===== src/rtl/core/chbd_pkg.sv =====
// ----------------------------------------------------------------------------
// chbd_pkg
// Types, constants and helper functions shared by the chunked body decoder.
// ----------------------------------------------------------------------------
package chbd_pkg;

    localparam logic [7:0] CHR_CR = 8'h0D;
    localparam logic [7:0] CHR_LF = 8'h0A;

    typedef enum logic [7:0] {
        PH_SIZE     = 8'b0000_0001,
        PH_SIZE_CR  = 8'b0000_0010,
        PH_DATA     = 8'b0000_0100,
        PH_DATA_CR  = 8'b0000_1000,
        PH_DATA_LF  = 8'b0001_0000,
        PH_TRAIL    = 8'b0010_0000,
        PH_TRAIL_CR = 8'b0100_0000,
        PH_DONE     = 8'b1000_0000
    } t_phase;

    typedef enum logic [1:0] {
        ERR_SIZE_LINE = 2'd0,
        ERR_OVERFLOW  = 2'd1,
        ERR_NO_CRLF   = 2'd2
    } t_err;

    typedef struct packed {
        t_phase     phase;
        logic [3:0] digit_count;
        logic       digits_done;
        logic       line_empty;
        logic       err_latched;
        t_err       err_kind;
    } t_ctl;

    localparam t_ctl CTL_RESET = '{
        phase:       PH_SIZE,
        digit_count: 4'd0,
        digits_done: 1'b0,
        line_empty:  1'b1,
        err_latched: 1'b0,
        err_kind:    ERR_SIZE_LINE
    };

    typedef struct packed {
        logic       data_valid;
        logic [7:0] data_byte;
        logic       chunk_last;
        logic       body_done;
        logic       error_flag;
        logic [1:0] error_code;
    } t_res;

    typedef struct packed {
        logic       valid;
        logic [3:0] value;
    } t_hex;

    function automatic t_hex hex_decode(input logic [7:0] b);
        t_hex h;
        h = '{valid: 1'b0, value: 4'd0};
        if (b inside {[8'h30:8'h39]}) begin
            h = '{valid: 1'b1, value: 4'(b - 8'h30)};
        end else if (b inside {[8'h61:8'h66]}) begin
            h = '{valid: 1'b1, value: 4'(b - 8'h57)};
        end else if (b inside {[8'h41:8'h46]}) begin
            h = '{valid: 1'b1, value: 4'(b - 8'h37)};
        end
        return h;
    endfunction

    function automatic logic is_space(input logic [7:0] b);
        return b inside {8'h20, [8'h09:8'h0D]};
    endfunction

endpackage


===== src/rtl/core/chbd_if.sv =====
// ----------------------------------------------------------------------------
// chbd_if
// Handshake channels of the chunked body decoder: input bytes and results.
// ----------------------------------------------------------------------------
interface chbd_in_if;
    logic       valid;
    logic       ready;
    logic [7:0] in_byte;
    logic       restart;

    modport source (output valid, in_byte, restart, input ready);
    modport sink   (input valid, in_byte, restart, output ready);
endinterface

interface chbd_out_if;
    logic       valid;
    logic       ready;
    logic       data_valid;
    logic [7:0] data_byte;
    logic       chunk_last;
    logic       body_done;
    logic       error_flag;
    logic [1:0] error_code;

    modport source (output valid, data_valid, data_byte, chunk_last, body_done,
                    error_flag, error_code, input ready);
    modport sink   (input valid, data_valid, data_byte, chunk_last, body_done,
                    error_flag, error_code, output ready);
endinterface


===== src/rtl/core/chbd_step.sv =====
// ----------------------------------------------------------------------------
// chbd_step
// Next-state and result logic for one body byte of the chunked decoder.
// ----------------------------------------------------------------------------
module chbd_step #(
    parameter int SIZE_BITS = 32
) (
    input  chbd_pkg::t_ctl        i_ctl,
    input  logic [SIZE_BITS-1:0]  i_rem,
    input  logic [7:0]            i_byte,
    input  logic                  i_restart,
    output chbd_pkg::t_ctl        o_ctl,
    output logic [SIZE_BITS-1:0]  o_rem,
    output chbd_pkg::t_res        o_res
);
    import chbd_pkg::*;

    t_ctl                 cur_ctl;
    logic [SIZE_BITS-1:0] cur_rem;
    t_hex                 hx;
    logic                 ws;
    logic                 dd_eff;
    logic                 take;
    t_ctl                 sb_ctl;
    logic [SIZE_BITS-1:0] sb_rem;
    t_ctl                 n_ctl;
    logic [SIZE_BITS-1:0] n_rem;
    logic                 valid;
    logic                 last;

    // Effect of one non-CR byte on a size line.
    always_comb begin
        cur_ctl = i_restart ? CTL_RESET : i_ctl;
        cur_rem = i_restart ? '0 : i_rem;
        hx      = hex_decode(i_byte);
        ws      = is_space(i_byte);
        dd_eff  = (cur_ctl.phase == PH_SIZE_CR && cur_ctl.digit_count != 4'd0)
                  ? 1'b1 : cur_ctl.digits_done;

        sb_ctl             = cur_ctl;
        sb_ctl.phase       = PH_SIZE;
        sb_ctl.digits_done = dd_eff;
        sb_rem             = cur_rem;
        take               = 1'b0;
        if (cur_ctl.digit_count == 4'd0) begin
            if (!ws) begin
                if (!hx.valid) begin
                    sb_ctl.err_latched = 1'b1;
                    sb_ctl.err_kind    = ERR_SIZE_LINE;
                end else begin
                    take = 1'b1;
                end
            end
        end else if (dd_eff || !hx.valid) begin
            sb_ctl.digits_done = 1'b1;
        end else begin
            take = 1'b1;
        end
        if (take) begin
            if (cur_rem[SIZE_BITS-1 -: 4] != 4'd0) begin
                sb_ctl.err_latched = 1'b1;
                sb_ctl.err_kind    = ERR_OVERFLOW;
            end else begin
                sb_rem = {cur_rem[SIZE_BITS-5:0], hx.value};
                if (cur_ctl.digit_count != 4'd15) begin
                    sb_ctl.digit_count = cur_ctl.digit_count + 4'd1;
                end
            end
        end
    end

    always_comb begin
        n_ctl = cur_ctl;
        n_rem = cur_rem;
        valid = 1'b0;
        last  = 1'b0;
        if (!cur_ctl.err_latched) begin
            case (cur_ctl.phase)
                PH_SIZE: begin
                    if (i_byte == CHR_CR) begin
                        n_ctl.phase = PH_SIZE_CR;
                    end else begin
                        n_ctl = sb_ctl;
                        n_rem = sb_rem;
                    end
                end
                PH_SIZE_CR: begin
                    if (i_byte == CHR_LF) begin
                        if (cur_ctl.digit_count == 4'd0) begin
                            n_ctl.err_latched = 1'b1;
                            n_ctl.err_kind    = ERR_SIZE_LINE;
                        end else if (cur_rem == '0) begin
                            n_ctl.phase      = PH_TRAIL;
                            n_ctl.line_empty = 1'b1;
                        end else begin
                            n_ctl.phase = PH_DATA;
                        end
                    end else if (i_byte == CHR_CR) begin
                        n_ctl.digits_done = dd_eff;
                    end else begin
                        n_ctl = sb_ctl;
                        n_rem = sb_rem;
                    end
                end
                PH_DATA: begin
                    valid = 1'b1;
                    n_rem = cur_rem - {{(SIZE_BITS-1){1'b0}}, 1'b1};
                    if (cur_rem == {{(SIZE_BITS-1){1'b0}}, 1'b1}) begin
                        last        = 1'b1;
                        n_ctl.phase = PH_DATA_CR;
                    end
                end
                PH_DATA_CR: begin
                    if (i_byte == CHR_CR) begin
                        n_ctl.phase = PH_DATA_LF;
                    end else begin
                        n_ctl.err_latched = 1'b1;
                        n_ctl.err_kind    = ERR_NO_CRLF;
                    end
                end
                PH_DATA_LF: begin
                    if (i_byte == CHR_LF) begin
                        n_ctl.phase       = PH_SIZE;
                        n_ctl.digit_count = 4'd0;
                        n_ctl.digits_done = 1'b0;
                        n_rem             = '0;
                    end else begin
                        n_ctl.err_latched = 1'b1;
                        n_ctl.err_kind    = ERR_NO_CRLF;
                    end
                end
                PH_TRAIL: begin
                    if (i_byte == CHR_CR) begin
                        n_ctl.phase = PH_TRAIL_CR;
                    end else begin
                        n_ctl.line_empty = 1'b0;
                    end
                end
                PH_TRAIL_CR: begin
                    if (i_byte == CHR_LF) begin
                        if (cur_ctl.line_empty) begin
                            n_ctl.phase = PH_DONE;
                        end else begin
                            n_ctl.phase      = PH_TRAIL;
                            n_ctl.line_empty = 1'b1;
                        end
                    end else begin
                        n_ctl.line_empty = 1'b0;
                        if (i_byte != CHR_CR) begin
                            n_ctl.phase = PH_TRAIL;
                        end
                    end
                end
                default: begin
                end
            endcase
        end
    end

    assign o_ctl = n_ctl;
    assign o_rem = n_rem;

    assign o_res.data_valid = valid;
    assign o_res.data_byte  = valid ? i_byte : 8'd0;
    assign o_res.chunk_last = last;
    assign o_res.body_done  = (n_ctl.phase == PH_DONE);
    assign o_res.error_flag = n_ctl.err_latched;
    assign o_res.error_code = n_ctl.err_latched ? n_ctl.err_kind : ERR_SIZE_LINE;

endmodule


===== src/rtl/core/chbd_obuf.sv =====
// ----------------------------------------------------------------------------
// chbd_obuf
// Result register with a skid entry, so input is taken while a result waits.
// ----------------------------------------------------------------------------
module chbd_obuf (
    input  logic           i_clk,
    input  logic           i_rst_n,
    input  logic           i_valid,
    input  chbd_pkg::t_res i_res,
    output logic           o_ready,
    output logic           o_valid,
    output chbd_pkg::t_res o_res,
    input  logic           i_ready
);
    import chbd_pkg::*;

    logic r_out_vld;
    logic n_out_vld;
    t_res r_out;
    t_res n_out;
    logic r_skid_vld;
    logic n_skid_vld;
    t_res r_skid;
    t_res n_skid;
    logic in_fire;

    assign o_ready = !r_skid_vld;
    assign in_fire = i_valid && !r_skid_vld;

    always_comb begin
        n_out_vld  = r_out_vld;
        n_out      = r_out;
        n_skid_vld = r_skid_vld;
        n_skid     = r_skid;
        if (!r_out_vld || i_ready) begin
            if (r_skid_vld) begin
                n_out      = r_skid;
                n_out_vld  = 1'b1;
                n_skid_vld = 1'b0;
            end else if (in_fire) begin
                n_out     = i_res;
                n_out_vld = 1'b1;
            end else begin
                n_out_vld = 1'b0;
            end
        end else if (in_fire) begin
            n_skid     = i_res;
            n_skid_vld = 1'b1;
        end
    end

    always_ff @(posedge i_clk) begin
        if (!i_rst_n) begin
            r_out_vld  <= 1'b0;
            r_skid_vld <= 1'b0;
        end else begin
            r_out_vld  <= n_out_vld;
            r_skid_vld <= n_skid_vld;
        end
        r_out  <= n_out;
        r_skid <= n_skid;
    end

    assign o_valid = r_out_vld;
    assign o_res   = r_out;

endmodule


===== src/rtl/core/http_chunked_body_decoder.sv =====
// ----------------------------------------------------------------------------
// http_chunked_body_decoder
// Byte-serial decoder of a chunked HTTP body; one result per input byte.
// ----------------------------------------------------------------------------
//  Channel  Dir  Payload
//  i_in     in   in_byte, restart
//  o_out    out  data_valid, data_byte, chunk_last, body_done,
//                error_flag, error_code
//
// One byte is accepted per cycle while the skid entry is free; its result is
// registered. The decoder state is updated by a single pass of logic on each
// transaction. A result register with one skid entry lets input continue for
// one transaction while output stalls. Reset clears control and valid bits.
// ----------------------------------------------------------------------------
module http_chunked_body_decoder #(
    parameter int SIZE_BITS = 32
) (
    input  logic        i_clk,
    input  logic        i_rst_n,
    chbd_in_if.sink     i_in,
    chbd_out_if.source  o_out
);
    import chbd_pkg::*;

    t_ctl                 r_ctl;
    t_ctl                 n_ctl;
    logic [SIZE_BITS-1:0] r_rem;
    logic [SIZE_BITS-1:0] n_rem;
    t_res                 step_res;
    t_res                 out_res;
    logic                 in_fire;

    assign in_fire = i_in.valid && i_in.ready;

    chbd_step #(
        .SIZE_BITS (SIZE_BITS)
    ) u_step (
        .i_ctl     (r_ctl),
        .i_rem     (r_rem),
        .i_byte    (i_in.in_byte),
        .i_restart (i_in.restart),
        .o_ctl     (n_ctl),
        .o_rem     (n_rem),
        .o_res     (step_res)
    );

    always_ff @(posedge i_clk) begin
        if (!i_rst_n) begin
            r_ctl <= CTL_RESET;
            r_rem <= '0;
        end else if (in_fire) begin
            r_ctl <= n_ctl;
            r_rem <= n_rem;
        end
    end

    chbd_obuf u_obuf (
        .i_clk   (i_clk),
        .i_rst_n (i_rst_n),
        .i_valid (i_in.valid),
        .i_res   (step_res),
        .o_ready (i_in.ready),
        .o_valid (o_out.valid),
        .o_res   (out_res),
        .i_ready (o_out.ready)
    );

    assign o_out.data_valid = out_res.data_valid;
    assign o_out.data_byte  = out_res.data_byte;
    assign o_out.chunk_last = out_res.chunk_last;
    assign o_out.body_done  = out_res.body_done;
    assign o_out.error_flag = out_res.error_flag;
    assign o_out.error_code = out_res.error_code;

endmodule

===== src/flat_wrapper.sv =====
// flat-port wrapper written by rule: the top's interface ports become plain ports
module http_chunked_body_decoder_flat import chbd_pkg::*;
#(
    parameter int SIZE_BITS = 32
)
  (i_clk, i_rst_n, i_in_valid, i_in_in_byte, i_in_restart, i_in_ready, o_out_valid, o_out_data_valid, o_out_data_byte, o_out_chunk_last, o_out_body_done, o_out_error_flag, o_out_error_code, o_out_ready);
  chbd_in_if i_in_i ();
  chbd_out_if o_out_i ();
  input  logic i_clk;
  input  logic i_rst_n;
  input wire logic [$bits(i_in_i.valid)-1:0] i_in_valid;
  input wire logic [$bits(i_in_i.in_byte)-1:0] i_in_in_byte;
  input wire logic [$bits(i_in_i.restart)-1:0] i_in_restart;
  output wire logic [$bits(i_in_i.ready)-1:0] i_in_ready;
  output wire logic [$bits(o_out_i.valid)-1:0] o_out_valid;
  output wire logic [$bits(o_out_i.data_valid)-1:0] o_out_data_valid;
  output wire logic [$bits(o_out_i.data_byte)-1:0] o_out_data_byte;
  output wire logic [$bits(o_out_i.chunk_last)-1:0] o_out_chunk_last;
  output wire logic [$bits(o_out_i.body_done)-1:0] o_out_body_done;
  output wire logic [$bits(o_out_i.error_flag)-1:0] o_out_error_flag;
  output wire logic [$bits(o_out_i.error_code)-1:0] o_out_error_code;
  input wire logic [$bits(o_out_i.ready)-1:0] o_out_ready;
  assign i_in_i.valid = i_in_valid;
  assign i_in_i.in_byte = i_in_in_byte;
  assign i_in_i.restart = i_in_restart;
  assign i_in_ready = i_in_i.ready;
  assign o_out_valid = o_out_i.valid;
  assign o_out_data_valid = o_out_i.data_valid;
  assign o_out_data_byte = o_out_i.data_byte;
  assign o_out_chunk_last = o_out_i.chunk_last;
  assign o_out_body_done = o_out_i.body_done;
  assign o_out_error_flag = o_out_i.error_flag;
  assign o_out_error_code = o_out_i.error_code;
  assign o_out_i.ready = o_out_ready;
  http_chunked_body_decoder #(.SIZE_BITS(SIZE_BITS)) u_core (.i_clk(i_clk), .i_rst_n(i_rst_n), .i_in(i_in_i), .o_out(o_out_i));
endmodule

===== config.mk =====
export PLATFORM = sky130hd
export DESIGN_NAME = http_chunked_body_decoder_flat
export DESIGN_NICKNAME = d
export VERILOG_FILES = /design/src/rtl/core/chbd_pkg.sv /design/src/rtl/core/chbd_if.sv /design/src/rtl/core/chbd_step.sv /design/src/rtl/core/chbd_obuf.sv /design/src/rtl/core/http_chunked_body_decoder.sv /design/src/flat_wrapper.sv
export SDC_FILE = /design/constraint.sdc
export NUM_CORES = 1
export LEC_CHECK = 0
export ABC_AREA = 1
export BUFFER_PORTS_ARGS = -buffer_cell sky130_fd_sc_hd__buf_2
export CORE_UTILIZATION = 55
export CTS_BUF_LIST = sky130_fd_sc_hd__clkbuf_4 sky130_fd_sc_hd__clkbuf_8
export CTS_CLUSTER_DIAMETER = 30
export DETAILED_ROUTE_END_ITERATION = 8
export PLACE_DENSITY = 0.72
export SETUP_SLACK_MARGIN = 0.5
export SLEW_MARGIN = 30
export SYNTH_ARGS = -nofsm -noshare
export SYNTH_HDL_FRONTEND = slang
export SYNTH_HIERARCHICAL = 1
export SYNTH_SLANG_ARGS = --single-unit

===== constraint.sdc =====
create_clock -name i_clk -period 6.4 [get_ports i_clk]
set_input_delay 1.6 -clock i_clk [delete_from_list [all_inputs] [get_ports i_clk]]
set_output_delay 1.6 -clock i_clk [all_outputs]
set_load 0.02 [all_outputs]

Word-level counts from Yosys, hierarchy flattened
Cells that the tools add are included.

cells by class
  add/sub/neg operators = 5
  $lt $le $gt $ge = 8
  equal/unequal tests = 14
  multiplexer cells = 67
  bitwise logic cells = 2
  reduce and logical (&&, ||, !) cells = 20

operator list
  operator                                                         count
  two-way mux 32 bit                                               7
  one-hot mux 32 bit (4 select lines)                              1
  two-way mux 8 bit                                                9
  one-hot mux 8 bit (7 select lines)                               1
  two-way mux 17 bit                                               2
  == test 32 x 1 -> 1 bit (second input constant)                  1
  logical NOT 32 bit                                               1
  subtractor 32 x 1 -> 32 bit (second input constant)              1
  two-way mux 14 bit                                               2
  two-way mux 3 bit                                                9
  == test 8 x 4 -> 1 bit (second input constant)                   3
  two-way mux 5 bit                                                4
  two-way mux 1 bit                                                19
  == test 8 x 6 -> 1 bit (second input constant)                   2
  >= comparator 8 x 7 -> 1 bit (second input constant)             2
  less-or-equal comparator 8 x 7 -> 1 bit (second input constant)  2
  two-way mux 4 bit                                                4
  one-hot mux 5 bit (3 select lines)                               1
  two-way mux 13 bit                                               1
  two-way mux 12 bit                                               1
  one-hot mux 3 bit (4 select lines)                               1
  two-way mux 9 bit                                                1
  == test 8 x 1 -> 1 bit (second input constant)                   1
  == test 8 x 2 -> 1 bit (second input constant)                   1
  other kinds (25)                                                 39

word-level totals
  register bits after elaboration = 79

Longest topological paths before layout
Gate-level depths: netlist (run 1).

  depth after elaboration = 17
  depth in mapped cells = 20
  depth with buffers taken out = 19

Hierarchy
Netlist (run 1), hierarchy kept.

by module, submodules not included
  module                     instances  cells an instance  area each (sq um)
  chbd_step                  1          825                3,975.1
  http_chunked_body_decoder  1          306                1,998.2
  chbd_obuf                  1          85                 1,151.1

Worst setup path before layout (run 1)
No wires, ideal clock.

  kind = input to register
  start = input i_in_restart
  end = register u_core.r_rem[21]
  arrival time = 3.473 ns
  path slack = 2.814 ns
  cell stages on the path = 17
  path buffers = 3
  cell sequence = inv_2 > buf_6 > buf_6 > nand2_1 > ha_1 > nand2_1 > nor2_4 > inv_2 > a21oi_4 > nand2_4 > buf_2 > o211ai_1 > nand3_1 > o21ai_1 > inv_1 > nor2_1 > nor2_1

between the ends
  longest elaborated chain between the ends = 12

RTL lines
  item                                                                 RTL line                          RTL
  start, declared                                                      flat_wrapper.sv:13                input wire logic [$bits(i_in_i.restart)-1:0] i_in_restart;
  two-way mux 17 bit                                                   chbd_step.sv:33                   cur_ctl = i_restart ? CTL_RESET : i_ctl;
  == test 8 x 2 -> 1 bit / nonzero test 4 bit (equally long branches)  chbd_step.sv:37, chbd_step.sv:78
  logical AND 1 bit                                                    chbd_step.sv:37                   dd_eff = (cur_ctl.phase == PH_SIZE_CR && cur_ctl.digit_count != 4'd0)
  two-way mux 1 bit                                                    chbd_step.sv:38                   ? 1'b1 : cur_ctl.digits_done;
  logical OR 1 bit                                                     chbd_step.sv:54                   end else if (dd_eff || !hx.valid) begin
  two-way mux 1 bit                                                    chbd_step.sv:54
  two-way mux 1 bit                                                    chbd_step.sv:45                   if (cur_ctl.digit_count == 4'd0) begin
  two-way mux 32 bit                                                   chbd_step.sv:59                   if (take) begin
  two-way mux 32 bit                                                   chbd_step.sv:80, chbd_step.sv:98
  two-way mux 32 bit                                                   chbd_step.sv:88                   if (i_byte == CHR_LF) begin
  one-hot mux 32 bit (4 select lines)                                  chbd_step.sv:78                   case (cur_ctl.phase)
  two-way mux 32 bit (*)                                               chbd_step.sv:77                   if (!cur_ctl.err_latched) begin
  via u_core.n_rem[21]                                                 http_chunked_body_decoder.sv:28   logic [SIZE_BITS-1:0] n_rem;
  end signal, assigned                                                 http_chunked_body_decoder.sv:53   r_rem <= n_rem;
  end, declared                                                        http_chunked_body_decoder.sv:27   logic [SIZE_BITS-1:0] r_rem;

Mark *: on every way through the listed nets, which the timed path passes. The rest lies on a longest branch.
A chain may end at the register's enable or synchronous reset.

Worst setup path in the final report (run 1)
  start = input i_in_restart
  end = register u_core.r_rem[3]

Same word-level chain as after synthesis.

==> qor.csv, run 1 <==
stage;metric;value;unit
worst_setup_path;CP Capture Type;flop;
cells_and_area;Final nets;1235;
route;WL/cell;14.0;um
power;leak pwr;3.95;nW
route;Via-to-Cell Ratio;5.39;
worst_setup_path;crit start category;input pin;
power;maximum VDD drop;0.101;mV
power;pwr/cell area;211;nW/um2
place;final HPWL from detailed placement;13400;um
sta;setup TNS;0;ps
global_routing;gr ovfl total;0;
die;Die X;116;um
yosys;#FFs+latches synth;79;
sta;Slew Limit Fails;0;
yosys;adder-cell area share of the yosys netlist;1.40;%
yosys;Post-Syn Nets;1237;
yosys;number of enable flip-flop cells after synthesis;28;
global_routing;initial antenna violation count;0;
clock_network;Clock Pin Slew Worst Setup and Hold Paths;100;ps
sta;Final min period;4650;ps
sta;relative slew slack;37.5;%
yosys;count leader, synth;nand2_1;
worst_setup_path;CP dominant cell by count;nand2_1;
yosys;Synth area leader;nand2_1;
route;ANT nets after route;0;
place;# port buffers;28;
route;DRT iter0 DRCs;712;
yosys;ys async rst share;0;%
yosys;main flop type after synthesis;dfxtp_1;
cells_and_area;area of the multi-input gates;4280;um2
yosys;cell count after synthesis;1216;
die;Top Ports;29;
place;placed cell area;7200;um2
cells_and_area;FF/Latch Area;1860;um2
clock_network;Sink Count;79;
yosys;XOR/XNOR Fraction of Synth Area;0.246;%
global_routing;largest net degree at the start of global routing;52;
sta;final hold slack;466;ps
cells_and_area;area grow syn2layout;4.00;%
sta;Max Clk Rate;0.215;GHz
worst_setup_path;worst-path fanout max;45;
clock_network;worst skew pair latency;390;ps
yosys;multiplexer share of the synthesized area;0.140;%
cells_and_area;layout cells sized above 1;10.7;%
worst_setup_path;Max stage delay on crit path;720;ps
global_routing;gr usage total;30.1;%
clock_network;number of CTS-inserted buffers;9;
route;drc violations;0;
worst_setup_path;cell family with most CP delay;simple AND/OR/NAND/NOR gates;
route;WL final;19500;um
outcome;outcome;finished clean;
cells_and_area;n_diodes;0;
yosys;largest family of logic cells by synthesized area;simple AND/OR/NAND/NOR gates;
yosys;post-synthesis cell type count;49;
worst_hold_path;type of the most critical hold path;reg -> reg;
yosys;compound-cell area share of the yosys netlist;14.5;%
yosys;Seq/Total Area, Yosys;26.1;%
flow_run;max-capacitance violation count;0;
worst_setup_path;Crit Path Category;in -> reg;
die;die height;116;um
yosys;Simple-Gate Fraction of Synth Area;43.7;%
die;die area;13400;um2
route;Detailed Routing Iterations Pass 1;6;
worst_setup_path;Worst EP arrival;4990;ps
worst_setup_path;Data required, critical path;6740;ps
place;GPL Wtd Cong;0.974;
route;vias post-DR;7502;
yosys;Syn Area/Cell;5.86;um2
yosys;post-synth top area share;19.0;%
cells_and_area;design area;7410;um2
sta;RSZ-0062 raised after global routing;no;
clock_network;clock buffer depth;2;
yosys;cell area after synthesis;7120;um2
clock_network;H-Tree Depth;3;
sta;final setup fails;0;
die;Initial Util;56.5;%
global_routing;first-pass GRT wire length;31800;um
worst_setup_path;slowest stage cell, crit path;inv_2;
worst_setup_path;crit path cell chain;buf_2, inv_2, nand2_1, nand2_1, nor2_1, nand2_4, o21ai_4, a21oi_4, nand2_4, nor2_4, inv_1, o21ai_0, nand2_1, nand2_1, nor2_1, nor2_1;
sta;Fin. Hold Viols;0;
worst_setup_path;flop2flop setup slack;3110;ps
sta;Worst-Margin Slew;936;ps
clock_network;CTS tree;built;
sta;Max Clock Skew;17.8;ps
cells_and_area;FILL cells;1299;
clock_network;CTS Root Cell;clkbuf_8;
clock_network;# Post-CTS Setup Buffers;0;
power;total power draw;1.56;mW
global_routing;vias in the first global route;6649;
sta;crit share post-route;72.6;%
clock_network;post-cts hold buffer count;0;
yosys;synth top area cells;nand2_1 (19%), dfxtp_1 (14%), edfxtp_1 (12%), nor2_1 (11%), inv_1 (8.5%);
die;num rows;41;
clock_network;post-CTS sizing;0;
worst_setup_path;worst path buffer plus inverter count;3;
yosys;synth warn;6;
die;area of the core;12600;um2
yosys;top cells by count, synth;nand2_1 (360), nor2_1 (202), inv_1 (162), o21ai_0 (66), nand3_1 (62);
## logic make-up after synthesis
| logic type | Yosys count |
|---|---|
| simple gates | 719 |
| buf+inv | 222 |
| compound gates | 185 |
| flops | 79 |
| fa+ha+maj | 8 |
| xor+xnor | 2 |
| mux | 1 |
## tightest hold or removal path, stage by stage, from the launching register on
cell	delay, ps
dfxtp_1	340
nand2_1	50
nand3_1	50
## final cells by class
type,instances,area share (%)
Tap cell,172,2.90
Multi-Input combinational cell,915,57.7
Sequential cell,79,25.1
Timing Repair Buffer,33,2.43
Clock inverter,7,1.18
Clock buffer,9,1.67
Inverter,176,8.98
## path summary, 6_finish.rpt
path | end | start | cells after the start
max | u_core/r_rem[3] | i_in_restart | 16
min | u_core/r_ctl[3] | u_core/r_ctl[3] | 2
max reg2reg | u_core/r_rem[6] | u_core/r_ctl[2] | 12
min reg2reg | u_core/r_ctl[3] | u_core/r_ctl[3] | 2
## routing by layer
layer / vias to the layer above / wire length [um] / track usage, % / part of all wire, %
met3: 42 / 1360 / 4.03 / 7.0
met1: 3330 / 8740 / 39.1 / 45
met4: 0 / 511 / 13.3 / 2.6
met5: - / 0 / 0 / 0
met2: 305 / 8870 / 49.9 / 46
li1: 3825 / - / - / -
## stage by stage
step                setup WS [ps]  std cells  utilization, %
floorplan                    2810       1216               -
global placement             1450       1375            57.0
detailed placement           1420       1375            57.0
CTS                          1840       1391            58.7
global route                 1470       1391            58.7
finish                       1750       1391            58.7
## state kept, by name, indices dropped and copies added, names as in the netlist
register and flops:
u_core/r_rem 32, u_core/u_obuf/r_skid 14, u_core/u_obuf/o_res 14, u_core/r_ctl 17
u_core/u_obuf/r_skid_vld 1, u_core/u_obuf/o_valid 1
## placed cells by master, fill, tap and decap left out, types with 3 or more instances in the layout
cell,netlist,layout
a21oi_1,60,60
a22oi_1,5,5
buf_2,15,27
buf_4,7,6
clkbuf_8,0,9
clkinv_4,0,3
dfxtp_1,51,51
edfxtp_1,28,28
ha_1,8,8
inv_1,162,162
inv_2,12,12
nand2_1,360,360
nand2_2,32,32
nand2_4,6,6
nand3_1,62,62
nand4_1,14,14
nor2_1,202,201
nor2_2,10,11
nor2_4,8,8
nor3_1,10,10
nor3_2,3,3
nor4_1,3,3
o2111ai_1,3,3
o211ai_1,11,11
o21ai_0,66,66
o21ai_1,24,24
o22ai_1,5,5
or2_2,3,3
## power by group
group	total, mW	internal, mW	switching [mW]	leakage, nW
clock network	0.422	0.189	0.233	0.108
registers	0.582	0.559	0.0227	0.682
logic	0.558	0.168	0.390	3.16
Note: power is estimated with default switching activity, not from simulation.
==> inputs of run 2 (changes only) <==
clock period = 4.55 ns   (was 6.4 ns; I/O delays follow)
==> run 2 against run 1 <==
Net effect:
- sequential power rose by 41%
- non-clock buffer count rose by 10
- die area did not move
- routed wire length rose by 3.5%
- clock skew fell by 8.0 ps
- utilization rose by 0.44 points
- via count rose by 0.41%
- critical path type unchanged
==> qor.csv, run 2 (synthesis gave the netlist of run 1 again) <==
stage;metric;value;unit
cells_and_area;area of the multi-input gates;4280;um2
route;Detailed Routing Iterations Pass 1;6;
cells_and_area;FF/Latch Area;1860;um2
sta;relative slew slack;44.1;%
place;final HPWL from detailed placement;14300;um
clock_network;post-cts hold buffer count;0;
cells_and_area;design area;7460;um2
sta;Max Clk Rate;0.284;GHz
sta;Worst-Margin Slew;835;ps
clock_network;H-Tree Depth;3;
sta;Fin. Hold Viols;0;
clock_network;CTS tree;built;
die;Top Ports;29;
cells_and_area;layout cells sized above 1;11.5;%
cells_and_area;Final nets;1245;
route;WL/cell;14.4;um
power;Switch Pwr;916;uW
cells_and_area;FILL cells;1381;
sta;RSZ-0062 raised after global routing;no;
cells_and_area;Reg with most FFs;u_core/r_rem;
sta;final hold slack;489;ps
power;Seq pwr share;37.9;%
worst_setup_path;slowest stage cell, crit path;nor2_4;
global_routing;vias in the first global route;7022;
die;die area;13400;um2
route;DR top layer;met4;
cells_and_area;biggest regs;u_core/r_rem (32), u_core/r_ctl (17);
global_routing;first-pass GRT wire length;33700;um
sta;Slew Limit Fails;0;
route;WL final;20200;um
route;routed wl met2;9470;um
sta;Max Clock Skew;9.82;ps
worst_setup_path;crit start category;input pin;
route;WL met3;1450;um
global_routing;initial antenna violation count;0;
sta;final setup fails;0;
route;DRT iter0 DRCs;730;
power;total power draw;2.16;mW
power;Clock power frac;25.1;%
route;vias post-DR;7533;
route;ANT nets after route;0;
worst_setup_path;worst path buffer plus inverter count;6;
sta;Final min period;3530;ps
worst_setup_path;CP dominant cell by count;inv_1;
cells_and_area;Non-Filler Instances;1401;
global_routing;gr usage total;32.0;%
worst_setup_path;cell family with most CP delay;simple AND/OR/NAND/NOR gates;
clock_network;clock buffer depth;2;
worst_setup_path;CP Capture Type;flop;
flow_run;max-capacitance violation count;0;
die;Die X;116;um
power;leak pwr;3.99;nW
die;die height;116;um
route;drc violations;0;
clock_network;post-CTS sizing;0;
power;P_int;1.25;mW
die;area of the core;12600;um2
cells_and_area;most frequent cells in the layout;nand2_1 (360), nor2_1 (201), inv_1 (162), o21ai_0 (66), nand3_1 (62);
worst_setup_path;Max stage delay on crit path;390;ps
place;placed cell area;7270;um2
global_routing;gr ovfl total;0;
cells_and_area;max FFs per register;32;
cells_and_area;n_diodes;0;
cells_and_area;leading cell type in the layout, fill and taps excluded;nand2_1;
route;Via-to-Cell Ratio;5.38;
sta;crit share post-route;77.5;%
clock_network;Clock Pin Slew Worst Setup and Hold Paths;100;ps
die;num rows;41;
worst_setup_path;Crit Path Category;in -> reg;
die;Initial Util;56.5;%
power;switch share;42.4;%
place;Placed Instances;1385;
worst_setup_path;Worst EP arrival;3860;ps
clock_network;number of CTS-inserted buffers;9;
power;pwr/cell area;290;nW/um2
cells_and_area;area grow syn2layout;4.78;%
place;GPL Wtd Cong;0.936;
clock_network;# Post-CTS Setup Buffers;0;
worst_setup_path;crit path cell chain;buf_2, inv_1, ha_1, inv_1, nor2_1, nand2_1, clkinv_1, o21ai_1, inv_1, nor2_4, inv_1, o21ai_0, nand2_1, nand2_1, nor2_1, nor2_1;
worst_hold_path;type of the most critical hold path;reg -> reg;
place;# port buffers;28;
power;Gate power share;37.0;%
route;M1 WL;8760;um
clock_network;Sink Count;79;
global_routing;largest net degree at the start of global routing;52;
power;maximum VDD drop;0.166;mV
worst_setup_path;worst-path fanout max;16;
clock_network;CTS Root Cell;clkbuf_8;
worst_setup_path;Data required, critical path;4890;ps
sta;setup TNS;0;ps
clock_network;worst skew pair latency;400;ps
outcome;outcome;finished clean;
[run 2: routing by layer]
layer  up-vias  track usage (%)
met5         -                0
met4         0             13.5
met3        53             5.86
met2       295             53.4
met1      3336             40.6
li1       3849                -
[run 2: worst min-delay path, delay by kind of cell (launching register included)]
kind	cells	cell delay [ps]
flops	1	330
simple gates	2	110
[run 2: metrics by stage]
step | setup WS [ps] | utilization (%)
global placement | 726 | 57.6
CTS | 1090 | 59.1
detailed placement | 683 | 57.6
global route | 741 | 59.2
finish | 1020 | 59.2
floorplan | 1430 | -
[run 2: area by class of cell]
class,instances,share of cell area (%)
sequential,79,24.9
inverter,176,8.92
multi-input combinational,915,57.3
tap,172,2.88
clock inverter,7,0.905
clock buffer,9,1.66
timing repair buffer,43,3.42
[run 2: path summary, 6_finish.rpt]
kind,start,to,slack (ps),depth (start not counted)
min,u_core/r_ctl[9],u_core/r_ctl[9],490,2
max reg2reg,u_core/r_ctl[6],u_core/r_rem[10],1720,15
min reg2reg,u_core/r_ctl[9],u_core/r_ctl[9],490,2
max,i_in_in_byte[0],u_core/r_rem[3],1020,16
[run 2: power by group through the flow]
stage	combinational [mW]	sequential [mW]	clock [mW]
2_1_floorplan	0.603	0.839	0
3_3_place_gp	0.778	0.833	0
3_5_place_dp	0.780	0.835	0
4_1_cts	0.786	0.819	0.559
5_1_grt	0.901	0.826	0.586
6_report	0.800	0.819	0.544
